**config.mk**
```make
export PLATFORM = sky130hd
export DESIGN_NAME = pubsub_command_line_parser_unit
export DESIGN_NICKNAME = d
export VERILOG_FILES = /design/src/rtl/pcp_pkg.sv /design/src/rtl/pubsub_command_line_parser_unit.sv /design/src/rtl/pcp_parser.sv /design/src/rtl/pcp_outq.sv
export SDC_FILE = /design/constraint.sdc
export NUM_CORES = 1
export LEC_CHECK = 0
export ABC_AREA = 1
export BUFFER_PORTS_ARGS = -buffer_cell sky130_fd_sc_hd__buf_2
export CAP_MARGIN = 40
export CORE_MARGIN = 1.5
export CORE_UTILIZATION = 50
export CTS_BUF_LIST = sky130_fd_sc_hd__clkbuf_8 sky130_fd_sc_hd__clkbuf_16
export CTS_CLUSTER_DIAMETER = 80
export DETAILED_ROUTE_END_ITERATION = 8
export GPL_TIMING_DRIVEN = 0
export PLACE_DENSITY = 0.7
export SLEW_MARGIN = 20
export SYNTH_ARGS = -nofsm -noshare
export SYNTH_HDL_FRONTEND = slang
export SYNTH_SLANG_ARGS = --single-unit
```
**constraint.sdc**
```tcl
create_clock -name clk -period 4.45 [get_ports clk]
set_clock_uncertainty 0.15 [all_clocks]
set_input_delay 0.89 -clock clk [delete_from_list [all_inputs] [get_ports clk]]
set_output_delay 0.89 -clock clk [all_outputs]
set_load 0.02 [all_outputs]
```
**src/rtl/pcp_pkg.sv**
```systemverilog
// shared types, codes and helpers for the pubsub command line parser
// no dependencies; imported by every module of the block
package pcp_pkg;

    localparam logic [7:0] BYTE_CR = 8'h0D;
    localparam logic [7:0] BYTE_LF = 8'h0A;
    localparam logic [7:0] BYTE_SP = 8'h20;

    localparam logic [1:0] KIND_DATA     = 2'd0;
    localparam logic [1:0] KIND_COMPLETE = 2'd1;
    localparam logic [1:0] KIND_ERROR    = 2'd2;

    localparam logic [1:0] PHASE_CMD     = 2'd0;
    localparam logic [1:0] PHASE_TOPIC   = 2'd1;
    localparam logic [1:0] PHASE_CONTENT = 2'd2;

    localparam logic [2:0] MATCH_FULL = 3'd3;
    localparam logic [2:0] MATCH_FAIL = 3'd4;

    localparam int QUEUE_DEPTH = 4;
    localparam int QPTR_W      = $clog2(QUEUE_DEPTH);
    localparam int QCNT_W      = $clog2(QUEUE_DEPTH + 1);

    typedef struct packed {
        logic [1:0] kind;
        logic [1:0] field;
        logic [7:0] out_byte;
        logic       is_pub;
        logic       last;
    } result_t;

    // results produced by one accepted byte, first result in r0
    typedef struct packed {
        logic [1:0] count;
        result_t    r0;
        result_t    r1;
    } push_t;

    // letter of "pub" expected at a given match position
    function automatic logic [7:0] pub_letter(input logic [1:0] pos);
        logic [7:0] c;
        unique case (pos)
            2'd0:    c = 8'h70;
            2'd1:    c = 8'h75;
            default: c = 8'h62;
        endcase
        return c;
    endfunction

    function automatic logic [2:0] match_step(input logic [2:0] m, input logic [7:0] b);
        logic [2:0] nm;
        if (m < MATCH_FULL && b == pub_letter(m[1:0]))
            nm = m + 3'd1;
        else
            nm = MATCH_FAIL;
        return nm;
    endfunction

endpackage

```
**src/rtl/pubsub_command_line_parser_unit.sv**
```systemverilog
// pubsub command line parser: byte stream in, tagged field bytes and message events out
// Channels: s_axis carries one raw byte per transaction in s_axis_tdata[7:0].
// m_axis carries one result per transaction: tdata holds the data byte, tuser
// holds kind, field and the pub flag, tlast marks the last result of one input.
// A byte causes zero, one or two results (a held CR resolved by a byte that is data
// itself gives the CR and then the new byte).
// Results are queued when their byte is taken and offered on m_axis in order.
// Throughput: one byte per cycle while the receiver keeps up; the four-entry
// result queue sets the figure, s_axis_tready is high while two entries are free.
// When the receiver stalls, results wait in the queue and input stops once
// fewer than two entries remain.
// Reset clears the parser to the start of a message (command field, no CR held,
// no command letters matched) and empties the queue.
// After a completion or an error the next byte starts a new message.
// depends on pcp_pkg, pcp_parser, pcp_outq
module pubsub_command_line_parser_unit
    import pcp_pkg::*;
(
    input  logic       clk,
    input  logic       rst_n,
    input  logic       s_axis_tvalid,
    output logic       s_axis_tready,
    input  logic [7:0] s_axis_tdata,   // [7:0] in_byte
    output logic       m_axis_tvalid,
    input  logic       m_axis_tready,
    output logic [7:0] m_axis_tdata,   // [7:0] out_byte
    output logic [4:0] m_axis_tuser,   // [1:0] kind, [3:2] field, [4] is_pub
    output logic       m_axis_tlast
);

    push_t   push;
    result_t head;
    logic    room;
    logic    accept;

    assign s_axis_tready = room;
    assign accept        = s_axis_tvalid && room;

    pcp_parser u_parser (
        .clk     (clk),
        .rst_n   (rst_n),
        .accept  (accept),
        .in_byte (s_axis_tdata),
        .push    (push)
    );

    pcp_outq u_outq (
        .clk        (clk),
        .rst_n      (rst_n),
        .push       (push),
        .pop        (m_axis_tready),
        .room       (room),
        .head_valid (m_axis_tvalid),
        .head       (head)
    );

    assign m_axis_tdata = head.out_byte;
    assign m_axis_tuser = {head.is_pub, head.field, head.kind};
    assign m_axis_tlast = head.last;

endmodule

```
**src/rtl/pcp_parser.sv**
```systemverilog
// parser state and per-byte decode: turns one accepted byte into zero to two results
// depends on pcp_pkg
module pcp_parser
    import pcp_pkg::*;
(
    input  logic       clk,
    input  logic       rst_n,
    input  logic       accept,
    input  logic [7:0] in_byte,
    output push_t      push
);

    logic [1:0] phase_reg, phase_next;
    logic       cr_reg, cr_next;
    logic [2:0] match_reg, match_next;

    always_comb
    begin
        result_t    res [2];
        logic [1:0] n;
        logic       done;
        logic [1:0] ph;
        logic       cr;
        logic [2:0] mt;

        res[0] = '0;
        res[1] = '0;
        n      = 2'd0;
        done   = 1'b0;
        ph     = phase_reg;
        cr     = cr_reg;
        mt     = match_reg;

        if (cr)
        begin
            cr = 1'b0;
            if (in_byte == BYTE_LF)
            begin
                done = 1'b1;
                if (ph == PHASE_CMD)
                begin
                    res[0].kind = KIND_ERROR;
                    n  = 2'd1;
                    ph = PHASE_CMD;
                    mt = '0;
                end
                else if (ph == PHASE_TOPIC && mt == MATCH_FULL)
                begin
                    ph = PHASE_CONTENT;
                end
                else
                begin
                    res[0].kind   = KIND_COMPLETE;
                    res[0].is_pub = (ph != PHASE_TOPIC);
                    n  = 2'd1;
                    ph = PHASE_CMD;
                    mt = '0;
                end
            end
            else
            begin
                // lone cr becomes data of the current field
                res[0].kind     = KIND_DATA;
                res[0].field    = ph;
                res[0].out_byte = BYTE_CR;
                if (ph == PHASE_CMD)
                    mt = match_step(mt, BYTE_CR);
                n = 2'd1;
            end
        end

        if (!done)
        begin
            if (in_byte == BYTE_CR)
                cr = 1'b1;
            else if (ph == PHASE_CMD && in_byte == BYTE_SP)
                ph = PHASE_TOPIC;
            else
            begin
                res[n[0]].kind     = KIND_DATA;
                res[n[0]].field    = ph;
                res[n[0]].out_byte = in_byte;
                if (ph == PHASE_CMD)
                    mt = match_step(mt, in_byte);
                n = n + 2'd1;
            end
        end

        if (n == 2'd1)
            res[0].last = 1'b1;
        else if (n == 2'd2)
            res[1].last = 1'b1;

        push.count = accept ? n : 2'd0;
        push.r0    = res[0];
        push.r1    = res[1];
        phase_next = ph;
        cr_next    = cr;
        match_next = mt;
    end

    always_ff @(posedge clk or negedge rst_n)
    begin
        if (!rst_n)
        begin
            phase_reg <= PHASE_CMD;
            cr_reg    <= 1'b0;
            match_reg <= '0;
        end
        else if (accept)
        begin
            phase_reg <= phase_next;
            cr_reg    <= cr_next;
            match_reg <= match_next;
        end
    end

endmodule

```
**src/rtl/pcp_outq.sv**
```systemverilog
// result queue: takes up to two results a cycle, hands one a cycle to the output while pop is high
// depends on pcp_pkg
module pcp_outq
    import pcp_pkg::*;
(
    input  logic    clk,
    input  logic    rst_n,
    input  push_t   push,
    input  logic    pop,
    output logic    room,
    output logic    head_valid,
    output result_t head
);

    result_t             mem_reg [QUEUE_DEPTH];
    logic [QPTR_W-1:0]   wr_ptr_reg, rd_ptr_reg;
    logic [QCNT_W-1:0]   cnt_reg, cnt_next;
    logic                do_pop;

    assign head_valid = (cnt_reg != '0);
    assign head       = mem_reg[rd_ptr_reg];
    assign do_pop     = pop && head_valid;
    // space for the worst case of two results from one byte
    assign room       = (cnt_reg <= QCNT_W'(QUEUE_DEPTH - 2));

    always_comb
    begin
        cnt_next = cnt_reg + QCNT_W'(push.count) - QCNT_W'(do_pop);
    end

    always_ff @(posedge clk)
    begin
        if (push.count != 2'd0)
            mem_reg[wr_ptr_reg] <= push.r0;
        if (push.count == 2'd2)
            mem_reg[wr_ptr_reg + QPTR_W'(1)] <= push.r1;
    end

    always_ff @(posedge clk or negedge rst_n)
    begin
        if (!rst_n)
        begin
            wr_ptr_reg <= '0;
            rd_ptr_reg <= '0;
            cnt_reg    <= '0;
        end
        else
        begin
            wr_ptr_reg <= wr_ptr_reg + QPTR_W'(push.count);
            if (do_pop)
                rd_ptr_reg <= rd_ptr_reg + QPTR_W'(1);
            cnt_reg <= cnt_next;
        end
    end

endmodule

```
# [After elaboration in Yosys (flattened, before gate mapping)]
# Memories as Yosys holds them, arrays and structs flattened.
# Index checks and enable logic that the tools add are counted.
[word_totals] ff_bits=13 mem_bits_rw=56 inputBits=12 output_inout_bits=16 word_cells=112 mem_count=1
[mem_list] name="u_outq.mem_reg" words=4 width=14 read_ports=1 rd_clocked_by_memory_dff=0 wr=2 line_no="pcp_outq.sv:15" source="result_t mem_reg [QUEUE_DEPTH];"
[classes] add_sub_neg=8 n_lt_le_gt_ge=5 n_eq_ne=13 n_mux=65 n_bitwise=1 reduce_logical=13
[op_table] cell="$bwmux 28" n=3
[op_table] cell="$mux 28" n=3
[op_table] cell="$mux 8" n=7
[op_table] cell="$demux 14 s1" n=3
[op_table] cell="$mux 3" n=11
[op_table] cell="$mux 2" n=16
[op_table] cell="$mux 10" n=2
[op_table] cell="$pmux 5 s2" n=2
[op_table] cell="$eq 8x4->1 const B" n=2
[op_table] cell="$mux 1" n=15
[op_table] cell="$mux 14" n=1
[op_table] cell="$mux 13" n=1
[op_table] cell="$mux 12" n=1
[op_table] cell="$eq 2x1->1 const B" n=4
[op_table] cell="$eq 4x8->1 const A" n=1
[op_table] cell="$eq 8x6->1 const B" n=1
[op_table] cell="$eq 8x8->1" n=1
[op_table] cell="$logic_not 2->1" n=4
[op_table] cell="$logic_and 1x1->1" n=7
[op_table] cell="$add 2x1->2 const B" n=3
[op_table] cell="$add 3x1->3 const B" n=2
[op_table] cell="$lt 3x2->1 const B" n=2
[op_table] cell="$eq 2x2->1 const B" n=2
[op_table] cell="$add 3x2->3" n=1
[op_table] cell="10 further kinds" n=10

# [Logic depth before layout (Yosys ltp)]
# Gate-level depths: netlist of run 1.
[depth] ltp_word=24 mapped_depth=19 ltp_nobuf=18

# [Hierarchy]
# Synthesis of run 1 repeated with hierarchy kept, for this count alone.
[unflattened] hier_cells=582 hier_area_um2=4302.9
[by_module_without_submodules] mod="pcp_outq" instances=1 cells_per_inst=426 area_each_um2=3425.8 seq_area_each_um2=1856.8
[by_module_without_submodules] mod="pcp_parser" instances=1 cells_per_inst=154 area_each_um2=869.6 seq_area_each_um2=150.1
[by_module_without_submodules] mod="pubsub_command_line_parser_unit" instances=1 cells_per_inst=2 area_each_um2=7.5 seq_area_each_um2=0.0

# [Least setup slack after synthesis of run 1]
# No wires, ideal clock.
[synth_timing] path_kind="in2reg" startpoint="input s_axis_tdata[4]" endpoint="memory u_outq.mem_reg[0][0] in the netlist's numbering (enable)" setup_ns=0.404 arrival_ns=3.444 required_ns=3.896 slack_ns=0.452 cell_stages=17 path_buffers=1 path_cell_list="inv_1 > nand2_1 > nor2_1 > nand3_2 > buf_6 > nand2_1 > nand2_1 > nand2_1 > inv_1 > nand2_1 > ha_1 > inv_1 > nor3_4 > inv_1 > nand2_1 > inv_1 > o21ai_0"
[synth_lines] item="start: declaration" line_no="pubsub_command_line_parser_unit.sv:23" source="input logic [7:0] s_axis_tdata,"
[synth_lines] item="end: declaration" line_no="pcp_outq.sv:15"

==> results of run 1 <==
worst register-to-register path, delay by kind of cell, from the launching register on:
family	cells	cell delay, ps
flops	1	340
compound gates	2	450
buf+inv	6	950
fa+ha+maj	1	290
simple gates	7	1010
cells in the mapped netlist (all sizes together):
cell | n | share of area
buf | 5 | 0.014
nand2 | 101 | 0.11
dfrtp | 13 | 0.083
nand4 | 2 | 0.0032
nor3 | 6 | 0.011
or2 | 2 | 0.0032
inv | 47 | 0.048
o21ai | 73 | 0.096
clkinv | 3 | 0.0029
nand3 | 14 | 0.020
fa | 1 | 0.0051
nor2 | 70 | 0.078
o22ai | 14 | 0.022
edfxtp | 56 | 0.43
a21boi | 1 | 0.0019
ha | 7 | 0.022
xnor2 | 2 | 0.0045
clkbuf | 9 | 0.011
a21oi | 15 | 0.020
xor2 | 4 | 0.0089
o21bai | 1 | 0.0019
a31oi | 4 | 0.0064
stage by stage:
step                      TNS (ps)  setup slack (ps)  power [mW]
after global placement      -45520            -892.8       1.869
final                            0             684.6       2.393
after global routing             0             471.4       2.540
after CTS                        0             723.1       2.402
after floorplan                  0             451.9       1.565
after detailed placement         0             372.4       1.925
layer usage:
layer | track usage | part of all wire | vias up | wire (um)
met2 | 0.4260 | 0.48 | 151 | 4937
met1 | 0.3573 | 0.42 | 1492 | 4243
met5 | 0 | 0 | - | 0
met4 | 0.09505 | 0.026 | 0 | 260
li1 | - | - | 1603 | -
met3 | 0.04020 | 0.073 | 22 | 742
logic make-up after synthesis:
logic type	count (synthesis)	synth area share
simple gates	195	0.2227
buf+inv	64	0.07594
compound gates	108	0.1487
xor+xnor	6	0.01340
fa+ha+maj	8	0.02744
flops	69	0.5118
cell usage in the layout, fill, tap and decap left out, types with 2 or more instances in the layout:
| cell | n |
|---|---|
| buf_6 | 7 |
| o21ai_0 | 44 |
| clkinv_1 | 4 |
| clkinv_2 | 2 |
| ha_1 | 7 |
| inv_2 | 2 |
| xor2_1 | 4 |
| nor2_4 | 5 |
| nor3_1 | 5 |
| nand2_1 | 93 |
| buf_8 | 2 |
| or2_2 | 2 |
| inv_4 | 4 |
| edfxtp_1 | 56 |
| xnor2_1 | 2 |
| o22ai_1 | 14 |
| nand3_2 | 2 |
| nor2_1 | 62 |
| buf_2 | 27 |
| clkbuf_8 | 10 |
| o21ai_1 | 22 |
| nand3_1 | 12 |
| inv_1 | 43 |
| nand4_1 | 2 |
| clkbuf_1 | 8 |
| nand2_2 | 4 |
| a21oi_1 | 14 |
| nand2_4 | 4 |
| nor2_2 | 3 |
| dfrtp_1 | 13 |
| o21ai_2 | 7 |
| a31oi_1 | 4 |
power by group through the flow:
stage / combinational [mW] / clock [mW] / sequential, mW
final: 1.01 / 0.486 / 0.897
after global routing: 1.12 / 0.517 / 0.908
after global placement: 0.958 / 0 / 0.911
after CTS: 1.02 / 0.490 / 0.896
after floorplan: 0.670 / 0 / 0.895
after detailed placement: 1.02 / 0 / 0.910
final timing paths:
check / cells past startpoint / end / startpoint
setup / recovery: 20 / u_outq.mem_reg[2][7] / s_axis_tdata[4]
hold / removal: 1 / u_outq.cnt_reg[0] / rst_n
setup reg to reg: 16 / u_outq.mem_reg[2][7] / u_parser.cr_reg
hold reg to reg: 2 / u_parser.match_reg[2] / u_parser.match_reg[2]
max in group asynchronous: 1 / u_parser.phase_reg[1] / rst_n
min in group clk: 2 / u_parser.match_reg[2] / u_parser.match_reg[2]
area by class of cell:
cell class | count | share of cell area
buffer | 14 | 0.02257
multi-input combinational | 317 | 0.3679
sequential | 69 | 0.4526
tap | 102 | 0.02878
clock inverter | 7 | 0.01326
inverter | 50 | 0.04458
clock buffer | 9 | 0.02793
timing repair buffer | 31 | 0.04233
==> metrics.md, run 1 <==
| Metric | Value |
|---|---|
| Status | completed |
| Max-Cap Viols | 0 |
| Transition time at the pin with the least slew margin | 692.1 ps |
| Critical path's top delay family | simple AND/OR/NAND/NOR gates |
| Comb power frac | 0.422 |
| Min cycle time layout | 3765 ps |
| Count of distinct cell types in the synthesized netlist | 34 |
| Switching portion of total power | 0.4165 |
| Final ANT Viol Nets | 0 |
| Count of instances resized after the clock tree is built | 0 |
| HPWL Detailed | 7.527 mm |
| Wirelength, routed | 10.18 mm |
| Critical path's slowest cell | nor3_4 |
| Post-CTS Setup Inserts | 0 |
| Detailed router's first-iteration violation count | 337 |
| First-pass GRT wire length | 16.46 mm |
| P_sw | 996.6 uW |
| Highest fanout seen on the critical path | 10 |
| Endpoint kind of the worst setup timing path | flip-flop |
| Vias in the first global route | 3166 |
| Synth Instances | 450 |
| Setup slack of the worst register-to-register path | 950 ps |
| F_max | 265.6 MHz |
| Setup repair after global routing missed its margin | false |
| Vias after detailed routing | 3268 |
| Final non-filler cell area | 4434 sq um |
| Area growth syn-to-layout | 13.08% |
| Number of antenna violations at the first check in global routing | 0 |
| Final critical-path share of the clock period | 0.8462 |
| Clock tree from TritonCTS | done |
| Largest net degree at the start of global routing | 14 |
| CTS root buf | clkbuf_8 |
| Chip Width | slightly above 90 um |
| Last weighted congestion value of the routability-driven placer | 0.9118 |
| Filler cells | a little under 700 |
| Largest register FFs | between 50 and 60 |
| Clock-pin slew on the worst setup and hold paths | 70 ps |
| Row cnt | 32 |
| DRC violation count after routing | 0 |
| Crit path top cell by count | nand2_1 |
| Detailed-route vias per instance | 5.456 |
| Relative slew margins | 0.5386 |
| Post-DR wirelength/cell | 17.00 um |
| Total of flip-flops plus latches after synthesis | 69 |
| Post-layout util | 0.5798 |
| Die Area | 8383 sq um |
| Worst ir drop on vdd | 339.7 uV |
| CTS Buf Count | 9 |
| Cell chain of the critical path | buf_2 -> inv_1 -> nand2_1 -> nor2_1 -> nand3_2 -> buf_6 -> nand2_1 -> nand2_1 -> nand2_1 -> inv_1 -> nand2_1 -> ha_1 -> inv_1 -> nor3_4 -> nand2_4 -> nor2_4 -> inv_4 -> buf_6 -> o21ai_2 -> buf_6 |
| Number of ports placed on the die boundary | 28 |
| Worst hold margin | roughly 280 ps |
| DRT Pass-1 Iters | 5 |
| Worst Path Required | 4350 ps |
| Final standard cell count with taps included and fillers excluded | 599 |
| Combined area of all synthesized cells | between 3000 and 4000 sq um |
| Total number of clock tree sinks | 69 |
| Final global-route overflow total | 0 |
| Share of cells above drive strength 1 | 0.1710 |
| Total number of nets in the final design | 512 |
| Final count of pins violating max slew | 0 |
| H-tree lvl count | 3 |
| Clock tree buffer depth | 2 |
| DP Cell Count | roughly 580 |
| P_int | 1.396 mW |
| Fraction of the yosys area taken by sequential cells | 0.5118 |
| Number of buffers and inverters on the critical path | 8 |
| Storage cell area | 2007 sq um |
| Count of endpoints failing setup in the final report | 0 |
| Area taken by multi-input logic gates | between 1500 and 2000 sq um |
| Number of hold-repair buffers added at the cts stage | 0 |
| CORE AREA | around 7600 sq um |
| Clock power frac | 0.203 |
| Setup crit start kind | primary input |
| Average cell area after synthesis | between 8 and 9 sq um |
| Number of endpoints with negative hold slack in the final report | 0 |
| Net count after synthesis | 470 |
| Stage delay of the slowest cell on the critical path | 270 ps |
| Count of yosys warnings during synthesis | 0 |
| Dpl cell area | 4252 sq um |
| Leakage power of the design | approximately 1.8 nW |
| Number of buffer cells added on primary ports | 27 |
| Category of the most critical setup path | primary input to flip-flop |
| Data arrival time at the worst-slack endpoint | 3670 ps |
| Worst min-delay path category | primary input to asynchronous set/reset pin |
| Part of the power in registers | 0.375 |
| Skew-Pair Late Insertion Delay | 350 ps |
| Overall track demand over capacity in global routing | 0.2628 |
| Starting Density | 0.5128 |
| Power density of the placed cells | 539.6 nW/um^2 |
| Height of the chip | 91.56 um |
| ANT cells | 0 |
(Power assumes the default switching activity.)
==> run 2: changes to the inputs <==
==> constraint.sdc (replaced) <==
create_clock -name clk -period 3.75 [get_ports clk]
set_clock_uncertainty 0.15 [all_clocks]
set_input_delay 0.75 -clock clk [delete_from_list [all_inputs] [get_ports clk]]
set_output_delay 0.75 -clock clk [all_outputs]
set_load 0.02 [all_outputs]
==> run 2 against run 1 <==
  * Routed wire length grew 0.36%
  * Via count grew 1.2%
  * Non-clock buffer count grew 4
  * Critical path depth is the same
  * Worst setup slack lost 450 ps
  * Combinational power grew 19%
  * Final cell count grew 0.67%
  * Sequential share of layout area shrank 0.30 points
  * Count of clock-buffer cells in the layout is the same
  * Die area is the same
  * Core utilization grew 0.39 points
  * Largest cell class unchanged
==> metrics.md, run 2 (same netlist as run 1, synthesis figures left out) <==
| Metric | Value |
|---|---|
| Storage cell area | 2007 sq um (unchanged) |
| Max-Cap Viols | 0 (unchanged) |
| Post-DR wirelength/cell | 16.95 um (-0.30%) |
| Overall track demand over capacity in global routing | 0.2628 (unchanged) |
| Status | completed |
| CORE AREA | 7647 sq um (unchanged) |
| Relative slew margins | 0.5486 (+0.01005) |
| Area taken by multi-input logic gates | 1632 sq um (unchanged) |
| Clock tree from TritonCTS | done |
| ANT cells | 0 (unchanged) |
| Final count of pins violating max slew | 0 (unchanged) |
| Number of buffers and inverters on the critical path | 8 (unchanged) |
| Setup crit start kind | primary input |
| Skew-Pair Late Insertion Delay | 340 ps (about the same) |
| Count of endpoints failing setup in the final report | 0 (unchanged) |
| Worst ir drop on vdd | 401.8 uV (+18%) |
| Most frequent cells in the layout | nand2_1 (93), nor2_1 (62), edfxtp_1 (56) |
| Critical path origin | s_axis_tdata[4] |
| Detailed-route vias per instance | 5.486 (+0.55%) |
| Worst min-delay path category | primary input to asynchronous set/reset pin |
| Overall power of the completed layout | 2.838 mW (+19%) |
| Post-layout util | 0.5838 (+0.003927) |
| H-tree lvl count | 3 (unchanged) |
| Final non-filler cell area | 4464 sq um (+0.68%) |
| Endpoint kind of the worst setup timing path | flip-flop |
| Min cycle time layout | 3514 ps |
| Power density of the placed cells | 635.7 nW/um^2 (+18%) |
| Leakage power of the design | 1.798 nW (+1.1%) |
| Row cnt | 32 (unchanged) |
| Total number of nets in the final design | 516 (+0.78%) |
| Starting Density | 0.5128 (unchanged) |
| DRT Pass-1 Iters | 5 (unchanged) |
| Number of endpoints with negative hold slack in the final report | 0 (unchanged) |
| Highest fanout seen on the critical path | 10 (unchanged) |
| Filler cells | 688 (-1.1%) |
| Count of instances resized after the clock tree is built | 0 (unchanged) |
| Data arrival time at the worst-slack endpoint | 3420 ps (-250 ps) |
| DRC violation count after routing | 0 (unchanged) |
| Stage delay of the slowest cell on the critical path | 270 ps (about the same) |
| Share of cells above drive strength 1 | 0.1776 (+0.006619) |
| Largest net degree at the start of global routing | 14 (unchanged) |
| Most common cell after layout, fill and taps aside | nand2_1 |
| Final ANT Viol Nets | 0 (unchanged) |
| Wirelength, routed | 10.22 mm (+0.36%) |
| Cell chain of the critical path | buf_2 -> inv_1 -> nand2_1 -> nor2_1 -> nand3_2 -> buf_6 -> nand2_1 -> nand2_1 -> nand2_1 -> inv_1 -> nand2_1 -> ha_1 -> inv_1 -> nor3_4 -> nand2_4 -> nor2_4 -> inv_4 -> buf_6 -> o21ai_2 -> buf_6 |
| HPWL Detailed | 7.527 mm (unchanged) |
| F_max | between 200 and 300 MHz |
| Total number of clock tree sinks | 69 (unchanged) |
| Die Area | 8383 sq um (unchanged) |
| Area growth syn-to-layout | 13.85% |
| Number of ports placed on the die boundary | 28 (unchanged) |
| Setup repair after global routing missed its margin | false |
| Height of the chip | 91.56 um (unchanged) |
| Final critical-path share of the clock period | 0.9370 |
| R2R Path Start | u_parser.cr_reg |
| Critical path's slowest cell | nor3_4 |
| Clock-pin slew on the worst setup and hold paths | 70 ps (about the same) |
| First-pass GRT wire length | 16.46 mm (unchanged) |
| Dpl cell area | 4252 sq um (unchanged) |
| Number of antenna violations at the first check in global routing | 0 (unchanged) |
| Number of buffer cells added on primary ports | 27 (unchanged) |
| Detailed router's first-iteration violation count | 335 (-0.59%) |
| Largest register FFs | 56 (unchanged) |
| Critical path's top delay family | simple AND/OR/NAND/NOR gates |
| Vias after detailed routing | 3308 (+1.2%) |
| Final global-route overflow total | 0 (unchanged) |
| Worst Path Required | 3650 ps (-700 ps) |
| Category of the most critical setup path | primary input to flip-flop |
| Crit path top cell by count | nand2_1 |
| Chip Width | 91.56 um (unchanged) |
| CTS Buf Count | 9 (unchanged) |
| CTS root buf | clkbuf_8 |
| Last weighted congestion value of the routability-driven placer | 0.9118 (unchanged) |
| Transition time at the pin with the least slew margin | 677.0 ps (-15.08 ps) |
| Clock tree buffer depth | 2 (unchanged) |
| Vias in the first global route | 3166 (unchanged) |
## run 2: path summary, 6_finish.rpt
path,slack (ps),cells after the start,to
max,240,20,u_outq.mem_reg[2][7]
min in group clk,340,2,u_parser.match_reg[2]
min,140,1,u_outq.cnt_reg[0]
min reg2reg,340,2,u_parser.match_reg[2]
max reg2reg,320,16,u_outq.mem_reg[2][7]
max in group asynchronous,3060,1,u_parser.phase_reg[1]
## run 2: routing by layer
| layer | up-vias | GRT usage | routed length, um |
|---|---|---|---|
| met5 | - | 0 | 0 |
| met4 | 0 | 0.09505 | 226 |
| met2 | 143 | 0.4260 | 4996 |
| met1 | 1539 | 0.3573 | 4325 |
| met3 | 16 | 0.04020 | 673 |
| li1 | 1610 | - | - |
## run 2: what timing repair did
item                                   CTS  global route
setup endpoints to repair                0            35
setup buffers                            0             4
endpoints found under the hold margin    0             0
hold buffers                             0             0
## run 2: report_power, final
part / total (mW) / internal [mW] / leakage [nW] / switching [mW]
clock: 0.577 / 0.298 / 0.0990 / 0.279
sequential: 1.06 / 0.986 / 0.648 / 0.0775
combinational: 1.20 / 0.373 / 1.05 / 0.825
total: 2.84 / 1.66 / 1.80 / 1.18
## run 2: worst reg2reg max path: cells and delay by family, from the launching register on
family / cells / cell delay [ps]
flops: 1 / 350
buf+inv: 6 / 940
compound gates: 2 / 460
fa+ha+maj: 1 / 290
simple gates: 7 / 950
## run 2: area by class of cell
cell class / count / share of cell area
Buffer: 14 / 0.02242
Clock buffer: 9 / 0.02775
Clock inverter: 7 / 0.01317
Inverter: 50 / 0.04428
Multi-Input combinational cell: 317 / 0.3655
Sequential cell: 69 / 0.4496
Tap cell: 102 / 0.02859
Timing Repair Buffer: 35 / 0.04877
## run 2: per-stage QoR
| stage | std cells | setup WS [ps] | TNS (ps) | hold slack, ps |
|---|---|---|---|---|
| final | 603 | 236.1 | 0 | 142.3 |
| after detailed placement | 583 | -187.6 | -6073 | 328.1 |
| after global placement | 579 | -1453 | -76890 | 319.3 |
| after floorplan | 450 | -108.1 | -6052 | 298.8 |
| after global routing | 603 | 2.174 | 0 | 163.6 |
| after CTS | 599 | 163.1 | 0 | 142.7 |
